<file path="config.mk">
export PLATFORM = sky130hd
export DESIGN_NAME = slot_table_rank_lookup
export DESIGN_NICKNAME = d
export VERILOG_FILES = /design/src/hdl/stl_pkg.sv /design/src/hdl/slot_table_rank_lookup.sv /design/src/hdl/stl_ctrl.sv /design/src/hdl/stl_dp.sv
export SDC_FILE = /design/constraint.sdc
export NUM_CORES = 2
export LEC_CHECK = 0
export BUFFER_PORTS_ARGS = -buffer_cell sky130_fd_sc_hd__buf_2
export CORE_MARGIN = 4
export CORE_UTILIZATION = 50
export DETAILED_ROUTE_END_ITERATION = 7
export GPL_TIMING_DRIVEN = 0
export PLACE_DENSITY_LB_ADDON = 0.1
export SYNTH_ARGS = -nofsm -noshare
export SYNTH_HDL_FRONTEND = slang
export SYNTH_SLANG_ARGS = --single-unit
</file>
<file path="constraint.sdc">
create_clock -name clk -period 7.58 [get_ports clk]
set_clock_uncertainty 0.15 [all_clocks]
set_input_delay 0.379 -clock clk [delete_from_list [all_inputs] [get_ports clk]]
set_output_delay 0.379 -clock clk [all_outputs]
set_load 0.005 [all_outputs]
</file>
<file path="src/hdl/stl_pkg.sv">
// shared types and constants for the slot table rank lookup block
package stl_pkg;

	localparam int SLOTS    = 64;
	localparam int KEY_BITS = 32;
	localparam int IDX_W    = $clog2(SLOTS);
	localparam int CNT_W    = $clog2(SLOTS + 1);
	localparam int RANK_W   = 6;
	localparam int OCC_W    = 7;
	localparam int OP_W     = 3;
	localparam int ST_W     = 2;
	localparam int IN_W     = 40;
	localparam int OUT_W    = 48;

	typedef enum logic [OP_W-1:0] {
		OP_ADD         = 3'd0,
		OP_REMOVE      = 3'd1,
		OP_GET_BY_RANK = 3'd2,
		OP_RANK_OF     = 3'd3,
		OP_COUNT       = 3'd4
	} req_op_t;

	typedef enum logic [ST_W-1:0] {
		ST_OK   = 2'd0,
		ST_MISS = 2'd1,
		ST_FULL = 2'd2,
		ST_ZERO = 2'd3
	} status_t;

	typedef enum logic [1:0] {
		S_IDLE,
		S_CHECK,
		S_SCAN,
		S_DONE
	} state_t;

	typedef struct packed {
		logic load;
		logic imm;
		logic scan;
	} stl_cmd_t;

	typedef struct packed {
		logic need_scan;
		logic hit;
		logic miss_end;
	} stl_sts_t;

endpackage

</file>
<file path="src/hdl/slot_table_rank_lookup.sv">
// count, zero key or unknown requests skip the scan and go from S_CHECK straight to S_DONE
// scanning requests read one slot per cycle until a hit or the last slot, then go to S_DONE
// throughput: one request at a time, next word taken in the cycle after the result leaves
// the scan rate is set by the single read port of the key memory
// reset: asynchronous, clears all occupancy bits and the count, table reads as empty at once
// top level of the slot table rank lookup block
module slot_table_rank_lookup import stl_pkg::*; (
	input  logic             clk,
	input  logic             arst_n,
	input  logic             s_tvalid,
	output logic             s_tready,
	input  logic [IN_W-1:0]  s_tdata,  // key, rank, zero pad
	input  logic [OP_W-1:0]  s_tuser,  // req_type
	output logic             m_tvalid,
	input  logic             m_tready,
	output logic [OUT_W-1:0] m_tdata,  // found_key, found_rank, occupied, zero pad
	output logic [ST_W-1:0]  m_tuser   // status
);

	stl_cmd_t            cmd;
	stl_sts_t            sts;
	status_t             status;
	logic [KEY_BITS-1:0] found_key;
	logic [RANK_W-1:0]   found_rank;
	logic [OCC_W-1:0]    occupied;

	stl_ctrl u_ctrl (
		.clk      (clk),
		.arst_n   (arst_n),
		.s_tvalid (s_tvalid),
		.s_tready (s_tready),
		.m_tvalid (m_tvalid),
		.m_tready (m_tready),
		.cmd      (cmd),
		.sts      (sts)
	);

	stl_dp u_dp (
		.clk        (clk),
		.arst_n     (arst_n),
		.cmd        (cmd),
		.sts        (sts),
		.req_type   (s_tuser),
		.key        (s_tdata[KEY_BITS-1:0]),
		.rank       (s_tdata[KEY_BITS+RANK_W-1:KEY_BITS]),
		.status     (status),
		.found_key  (found_key),
		.found_rank (found_rank),
		.occupied   (occupied)
	);

	assign m_tuser = status;
	assign m_tdata = {(OUT_W - KEY_BITS - RANK_W - OCC_W)'(0), occupied, found_rank, found_key};

endmodule

</file>
<file path="src/hdl/stl_ctrl.sv">
// controller state machine sequencing request capture, slot scan and result hand-off
module stl_ctrl import stl_pkg::*; (
	input  logic     clk,
	input  logic     arst_n,
	input  logic     s_tvalid,
	output logic     s_tready,
	output logic     m_tvalid,
	input  logic     m_tready,
	output stl_cmd_t cmd,
	input  stl_sts_t sts
);

	state_t state_q;
	state_t state_d;

	always_ff @(posedge clk or negedge arst_n) begin
		if (!arst_n) begin
			state_q <= S_IDLE;
		end else begin
			state_q <= state_d;
		end
	end

	always_comb begin
		state_d  = state_q;
		s_tready = 1'b0;
		m_tvalid = 1'b0;
		cmd      = '0;
		unique case (state_q)
			S_IDLE: begin
				s_tready = 1'b1;
				if (s_tvalid) begin
					cmd.load = 1'b1;
					state_d  = S_CHECK;
				end
			end
			S_CHECK: begin
				if (sts.need_scan) begin
					state_d = S_SCAN;
				end else begin
					cmd.imm = 1'b1;
					state_d = S_DONE;
				end
			end
			S_SCAN: begin
				cmd.scan = 1'b1;
				if (sts.hit || sts.miss_end) begin
					state_d = S_DONE;
				end
			end
			S_DONE: begin
				m_tvalid = 1'b1;
				if (m_tready) begin
					state_d = S_IDLE;
				end
			end
			default: begin
				state_d = S_IDLE;
			end
		endcase
	end

endmodule

</file>
<file path="src/hdl/stl_dp.sv">
// datapath: key memory, occupancy bits, scan pipeline, counters and result registers
module stl_dp import stl_pkg::*; (
	input  logic                clk,
	input  logic                arst_n,
	input  stl_cmd_t            cmd,
	output stl_sts_t            sts,
	input  logic [OP_W-1:0]     req_type,
	input  logic [KEY_BITS-1:0] key,
	input  logic [RANK_W-1:0]   rank,
	output status_t             status,
	output logic [KEY_BITS-1:0] found_key,
	output logic [RANK_W-1:0]   found_rank,
	output logic [OCC_W-1:0]    occupied
);

	logic [OP_W-1:0]     op_q;
	logic [KEY_BITS-1:0] key_q;
	logic [RANK_W-1:0]   rank_q;

	logic [KEY_BITS-1:0] key_mem_q [SLOTS];
	logic [SLOTS-1:0]    valid_q;
	logic [CNT_W-1:0]    used_q;
	logic [CNT_W-1:0]    seen_q;

	logic [IDX_W-1:0]    addr_q;
	logic                more_q;
	logic                act_s1;
	logic                last_s1;
	logic                vld_s1;
	logic [KEY_BITS-1:0] key_s1;
	logic [IDX_W-1:0]    idx_s1;

	status_t             status_q;
	logic [KEY_BITS-1:0] fkey_q;
	logic [RANK_W-1:0]   frank_q;

	logic    key_zero;
	logic    match;
	logic    hit_raw;
	logic    eval;
	logic    wr_en;
	logic    need_scan;
	logic    scan_hit;
	logic    scan_miss;
	status_t imm_status;

	assign key_zero = (key_q == '0);
	assign match    = vld_s1 && (key_s1 == key_q);
	assign eval     = cmd.scan && act_s1;

	always_comb begin
		need_scan  = 1'b0;
		hit_raw    = 1'b0;
		imm_status = ST_MISS;
		unique case (op_q)
			OP_ADD: begin
				need_scan  = !key_zero;
				hit_raw    = !vld_s1;
				imm_status = ST_ZERO;
			end
			OP_REMOVE, OP_RANK_OF: begin
				need_scan  = !key_zero;
				hit_raw    = match;
				imm_status = ST_ZERO;
			end
			OP_GET_BY_RANK: begin
				need_scan = 1'b1;
				hit_raw   = vld_s1 && (seen_q == CNT_W'(rank_q));
			end
			OP_COUNT: begin
				imm_status = ST_OK;
			end
			default: begin
				imm_status = ST_MISS;
			end
		endcase
	end

	assign scan_hit  = eval && hit_raw;
	assign scan_miss = eval && last_s1 && !hit_raw;
	assign sts       = '{need_scan: need_scan, hit: scan_hit, miss_end: scan_miss};
	assign wr_en     = sts.hit && (op_q == OP_ADD);

	// request capture
	always_ff @(posedge clk) begin
		if (cmd.load) begin
			op_q   <= req_type;
			key_q  <= key;
			rank_q <= rank;
		end
	end

	// key memory
	always_ff @(posedge clk) begin
		if (wr_en) begin
			key_mem_q[idx_s1] <= key_q;
		end
		key_s1 <= key_mem_q[addr_q];
	end

	always_ff @(posedge clk) begin
		vld_s1  <= valid_q[addr_q];
		idx_s1  <= addr_q;
		last_s1 <= (addr_q == IDX_W'(SLOTS - 1));
	end

	// scan address issue
	always_ff @(posedge clk or negedge arst_n) begin
		if (!arst_n) begin
			addr_q <= '0;
			more_q <= 1'b0;
			act_s1 <= 1'b0;
		end else if (cmd.load) begin
			addr_q <= '0;
			more_q <= 1'b1;
			act_s1 <= 1'b0;
		end else if (cmd.scan) begin
			act_s1 <= more_q;
			if (more_q) begin
				addr_q <= addr_q + 1'b1;
				more_q <= (addr_q != IDX_W'(SLOTS - 1));
			end
		end
	end

	always_ff @(posedge clk or negedge arst_n) begin
		if (!arst_n) begin
			seen_q <= '0;
		end else if (cmd.load) begin
			seen_q <= '0;
		end else if (eval && vld_s1 && !hit_raw) begin
			seen_q <= seen_q + 1'b1;
		end
	end

	// occupancy
	always_ff @(posedge clk or negedge arst_n) begin
		if (!arst_n) begin
			valid_q <= '0;
			used_q  <= '0;
		end else if (sts.hit) begin
			if (op_q == OP_ADD) begin
				valid_q[idx_s1] <= 1'b1;
				used_q          <= used_q + 1'b1;
			end else if (op_q == OP_REMOVE) begin
				valid_q[idx_s1] <= 1'b0;
				if (used_q != '0) begin
					used_q <= used_q - 1'b1;
				end
			end
		end
	end

	// result word
	always_ff @(posedge clk) begin
		if (cmd.imm) begin
			status_q <= imm_status;
			fkey_q   <= '0;
			frank_q  <= '0;
		end else if (sts.hit) begin
			status_q <= ST_OK;
			fkey_q   <= (op_q == OP_GET_BY_RANK) ? key_s1 : '0;
			frank_q  <= (op_q == OP_RANK_OF) ? seen_q[RANK_W-1:0] : '0;
		end else if (sts.miss_end) begin
			status_q <= (op_q == OP_ADD) ? ST_FULL : ST_MISS;
			fkey_q   <= '0;
			frank_q  <= '0;
		end
	end

	assign status     = status_q;
	assign found_key  = fkey_q;
	assign found_rank = frank_q;
	assign occupied   = OCC_W'(used_q);

endmodule

</file>
==> run_results.csv <==
group,metric,value,unit
hold_path,hold_end,"u_dp.rank_q[2]$_DFFE_PP_",
worst_setup_path,r2r_end,"u_dp.key_mem_q[43][19]$_DFFE_PP_",
cts,cts_max_path_buffers,3,
worst_setup_path,worstRegToRegCells,13,
timing,slew_headroom,3.369,%
timing,rsz0062_at_grt,"false",
worst_setup_path,worst_setup_path_start_kind,"flip-flop",
finish,seq_area,0.06655,mm2
yosys,synth.top_cells.by_area,"edfxtp_1 (72%), mux4_2 (17%), dfrtp_1 (2.5%), dfxtp_1 (1.8%), mux2_2 (0.74%)",
cts,root_buffer,"clkbuf_16",
yosys,synth_top_area_cell,"edfxtp_1",
timing,finalSetupTns,0,ns
placement,place.gp.congestion,1.006,
yosys,seq_area_frac_synth,76.42,%
yosys,syn_area_per_cell,22.72,um2
grt,grt_pass1_wl,345900,um
worst_setup_path,r2r_slack,1.99,ns
power,power,33380,uW
finish,fin_nets,4602,
grt,grt.total_usage,27.62,%
cts,cts_tree,"yes",
worst_setup_path,cp_max_fo,18,
hold_path,min_path_cells,2,
grt,first_global_vias,44530,
cts,h-tree-depth,4,
floorplanning,die_h,425.4,um
yosys,yosysUniqueCellTypes,61,
finish,fin_cells,7052,
timing,worst_slew_pin_slew,1.449,ns
floorplanning,row_count,152,
yosys,synthCells,3833,
grt,antenna_found_initial,13,
worst_setup_path,path_class,"reg -> reg",
drt,vias_per_cell,6.227,
drt,drt_first_pass_iters,6,
floorplanning,die_x,425.4,um
floorplanning,core_area,0.1723,mm2
flow_run,cap_violations,0,
hold_path,hp-start,"s_tdata[34]",
floorplanning,start_util,50.54,%
worst_setup_path,end_kind,"flip-flop",
cts,numCtsBuffers,222,
yosys,synth-seq-cells,2257,
drt,route.detailed.drc,0,
grt,grt_max_degree,54,
finish,drive_above_1_share,34.68,%
timing,min_period,5.588,ns
drt,vias,43920,
worst_setup_path,r2r_start,"u_dp.key_q[23]$_DFFE_PP_",
power,ir_drop,0.2659,mV
yosys,ys_warn_count,0,
floorplanning,ios,99,
power,powerDensity,321.6,mW/mm2
hold_path,min_path_type,"in -> reg",
drt,final_antenna_net_count,0,
cts,clk_pin_slew,0.06,ns
timing,holdWs,0.08174,ns
worst_setup_path,critPathArrivalTime,5.97,ns
finish,syn2layout_area_growth,19.19,%
drt,wl,246900,um
timing,finalCritPeriodShare,73.72,%
yosys,ys.flop_type,"edfxtp_1",
power,leakage,0.03311,uW
yosys,synth_top_area_share,72.10,%
finish,fill_cells,12210,
floorplanning,die_area,0.1809,mm2
yosys,netlist_area,0.08709,mm2
finish,utilization,60.24,%
grt,grt_overflow,0,
placement,place_inst,6582,
yosys,synth_edf_count,2091,
outcome,status,"complete, no violations",
drt,wl_per_cell,35.01,um
timing,fmax,179.0,MHz
yosys,synthArstFlopShare,3.899,%
worst_setup_path,required,7.96,ns
placement,port_buffers,93,
cts,clock_latency,0.86,ns
timing,setup_violations,0,
drt,drt_iter0_markers,5817,
placement,dp_hpwl,177200,um
timing,finalHoldViolCount,0,
finish,multi_input_area,0.01978,mm2
cts,cts_resized,0,
cts,cts.sinks,2257,
timing,final_max_slew_viol_count,0,
[final cells by class]
type | instances | share of cell area [%]
flip-flops and latches | 2257 | 64.12
multi-input cells | 1323 | 19.06
repair buffers | 484 | 5.937
clock buffers | 278 | 5.694
well taps | 2310 | 2.784
clock inverters | 138 | 1.343
plain buffers | 237 | 0.9848
inverters | 18 | 0.06509
diodes | 7 | 0.01688
[critical path: stages (launching register included)]
cell      delay (ns)
edfxtp_1        0.82
buf_8           0.25
buf_16          0.18
xnor2_1         0.18
nand4_1         0.11
nor3_1          0.34
nand4_1         0.60
and2_1          0.41
clkbuf_1        0.29
buf_2           0.35
nor3_2          0.90
buf_8           0.24
buf_6           0.16
buf_4           0.21
[where the power goes]
| group | switching (uW) | internal (uW) | leakage (uW) | total, uW |
|---|---|---|---|---|
| combinational | 4460 | 3400 | 0.00888 | 7860 |
| clock | 4680 | 6370 | 0.00358 | 11000 |
| sequential | 305 | 14200 | 0.0207 | 14500 |
| total | 9440 | 23900 | 0.0331 | 33400 |
[placed cells by master, fill, tap and decap left out, types with 11 or more instances in the layout]
cell	synthesis	final
mux2i_1	47	47
inv_1	18	18
buf_6	2	223
a22oi_1	64	64
buf_8	0	35
a21oi_1	13	13
clkinv_2	0	45
mux4_2	661	661
nor2_1	16	16
buf_4	6	17
bufinv_16	0	25
mux2_2	57	57
buf_1	13	13
nand3_1	11	11
clkbuf_1	145	188
nor3_2	1	63
nand2_1	137	137
clkinv_1	0	47
clkbuf_16	0	226
xnor2_1	44	44
buf_2	71	163
dlygate4sd3_1	0	46
buf_16	0	75
a211oi_1	62	62
nand4_1	23	23
dfxtp_1	78	78
dfrtp_1	88	88
ha_1	11	11
edfxtp_1	2091	2091
[synthesized netlist by cell type, drive strengths merged, types with 3 or more instances]
| cell | number |
|---|---|
| a211oi | 62 |
| a21o | 3 |
| a21oi | 13 |
| a22oi | 64 |
| a31oi | 3 |
| and2 | 3 |
| and3 | 3 |
| buf | 92 |
| clkbuf | 145 |
| dfrtp | 88 |
| dfxtp | 78 |
| edfxtp | 2091 |
| ha | 11 |
| inv | 18 |
| mux2 | 58 |
| mux2i | 47 |
| mux4 | 661 |
| nand2 | 137 |
| nand2b | 6 |
| nand3 | 11 |
| nand3b | 5 |
| nand4 | 23 |
| nor2 | 16 |
| nor2b | 5 |
| nor3 | 68 |
| nor4 | 11 |
| o211ai | 4 |
| o21ai | 9 |
| o21bai | 3 |
| o31ai | 3 |
| or2 | 9 |
| or3 | 8 |
| or4 | 6 |
| xnor2 | 44 |
| xor2 | 4 |
[state kept, by name, summed over array words and instances, names as in the netlist, 6 cells and up, named ones only]
name / count
u_dp.idx_s1: 6
u_dp.key_q: 32
u_dp.found_key: 32
u_dp.occupied: 7
u_dp.rank_q: 6
u_dp.found_rank: 6
u_dp.addr_q: 6
u_dp.seen_q: 7
u_dp.key_s1: 32
u_dp.key_mem_q: 2048
[worst max-delay path by stage]
stage | startpoint | to | slack, ns | cells after the start
after floorplan | u_dp.key_q[9]$_DFFE_PP_ | u_dp.key_mem_q[16][0]$_DFFE_PP_ | 2.23 | 8
after global placement | u_dp.key_q[6]$_DFFE_PP_ | u_dp.key_mem_q[7][27]$_DFFE_PP_ | -3.39 | 8
after detailed placement | u_dp.op_q[2]$_DFFE_PP_ | u_dp.key_mem_q[43][15]$_DFFE_PP_ | 2.15 | 12
after CTS | u_dp.key_q[23]$_DFFE_PP_ | u_dp.key_mem_q[43][19]$_DFFE_PP_ | 2.08 | 13
after global routing | u_dp.key_q[24]$_DFFE_PP_ | u_dp.key_mem_q[43][18]$_DFFE_PP_ | 1.92 | 13
final | u_dp.key_q[23]$_DFFE_PP_ | u_dp.key_mem_q[43][19]$_DFFE_PP_ | 1.99 | 13
[logic make-up (layout without fill, tap and decap cells)]
kind of cell             count (synthesis)  after routing  share of synthesized area (%)
AND/OR/NAND/NOR                        317            317                          1.789
XOR/XNOR                                48             48                         0.4827
other                                    1             10                       0.004306
buffers and inverters                  255           1155                          1.244
adder cells (fa/ha/maj)                 12             12                         0.1810
flip-flops                            2257           2257                          76.42
multiplexers                           766            766                          18.38
AO/OA/AOI/OAI                          177            177                          1.497
[repair_timing]
| action | in CTS | in global routing |
|---|---|---|
| hold buffers | 47 | 0 |
| setup buffers | 0 | 0 |
| endpoints found under the hold margin | 136 | 0 |
| setup endpoints to repair | 0 | 0 |
[per-stage QoR]
step | instance area (um2) | setup WS, ns
after floorplan | 87100 | 2.234
after global placement | 90450 | -3.388
after detailed placement | 96000 | 2.149
after CTS | 103800 | 2.082
after global routing | 103800 | 1.920
final | 103800 | 1.992
[metal layers]
layer | track usage [%] | share of wire, % | wire [um] | vias up
met2 | 44.55 | 49 | 120300 | 1977
met3 | 6.324 | 8.3 | 20420 | 403
met5 | 0 | 0.054 | 134 | -
met4 | 10.24 | 4.1 | 10120 | 6
li1 | - | - | - | 17760
met1 | 37.18 | 39 | 95930 | 23770
No activity file was read; power rests on OpenSTA's default activity.
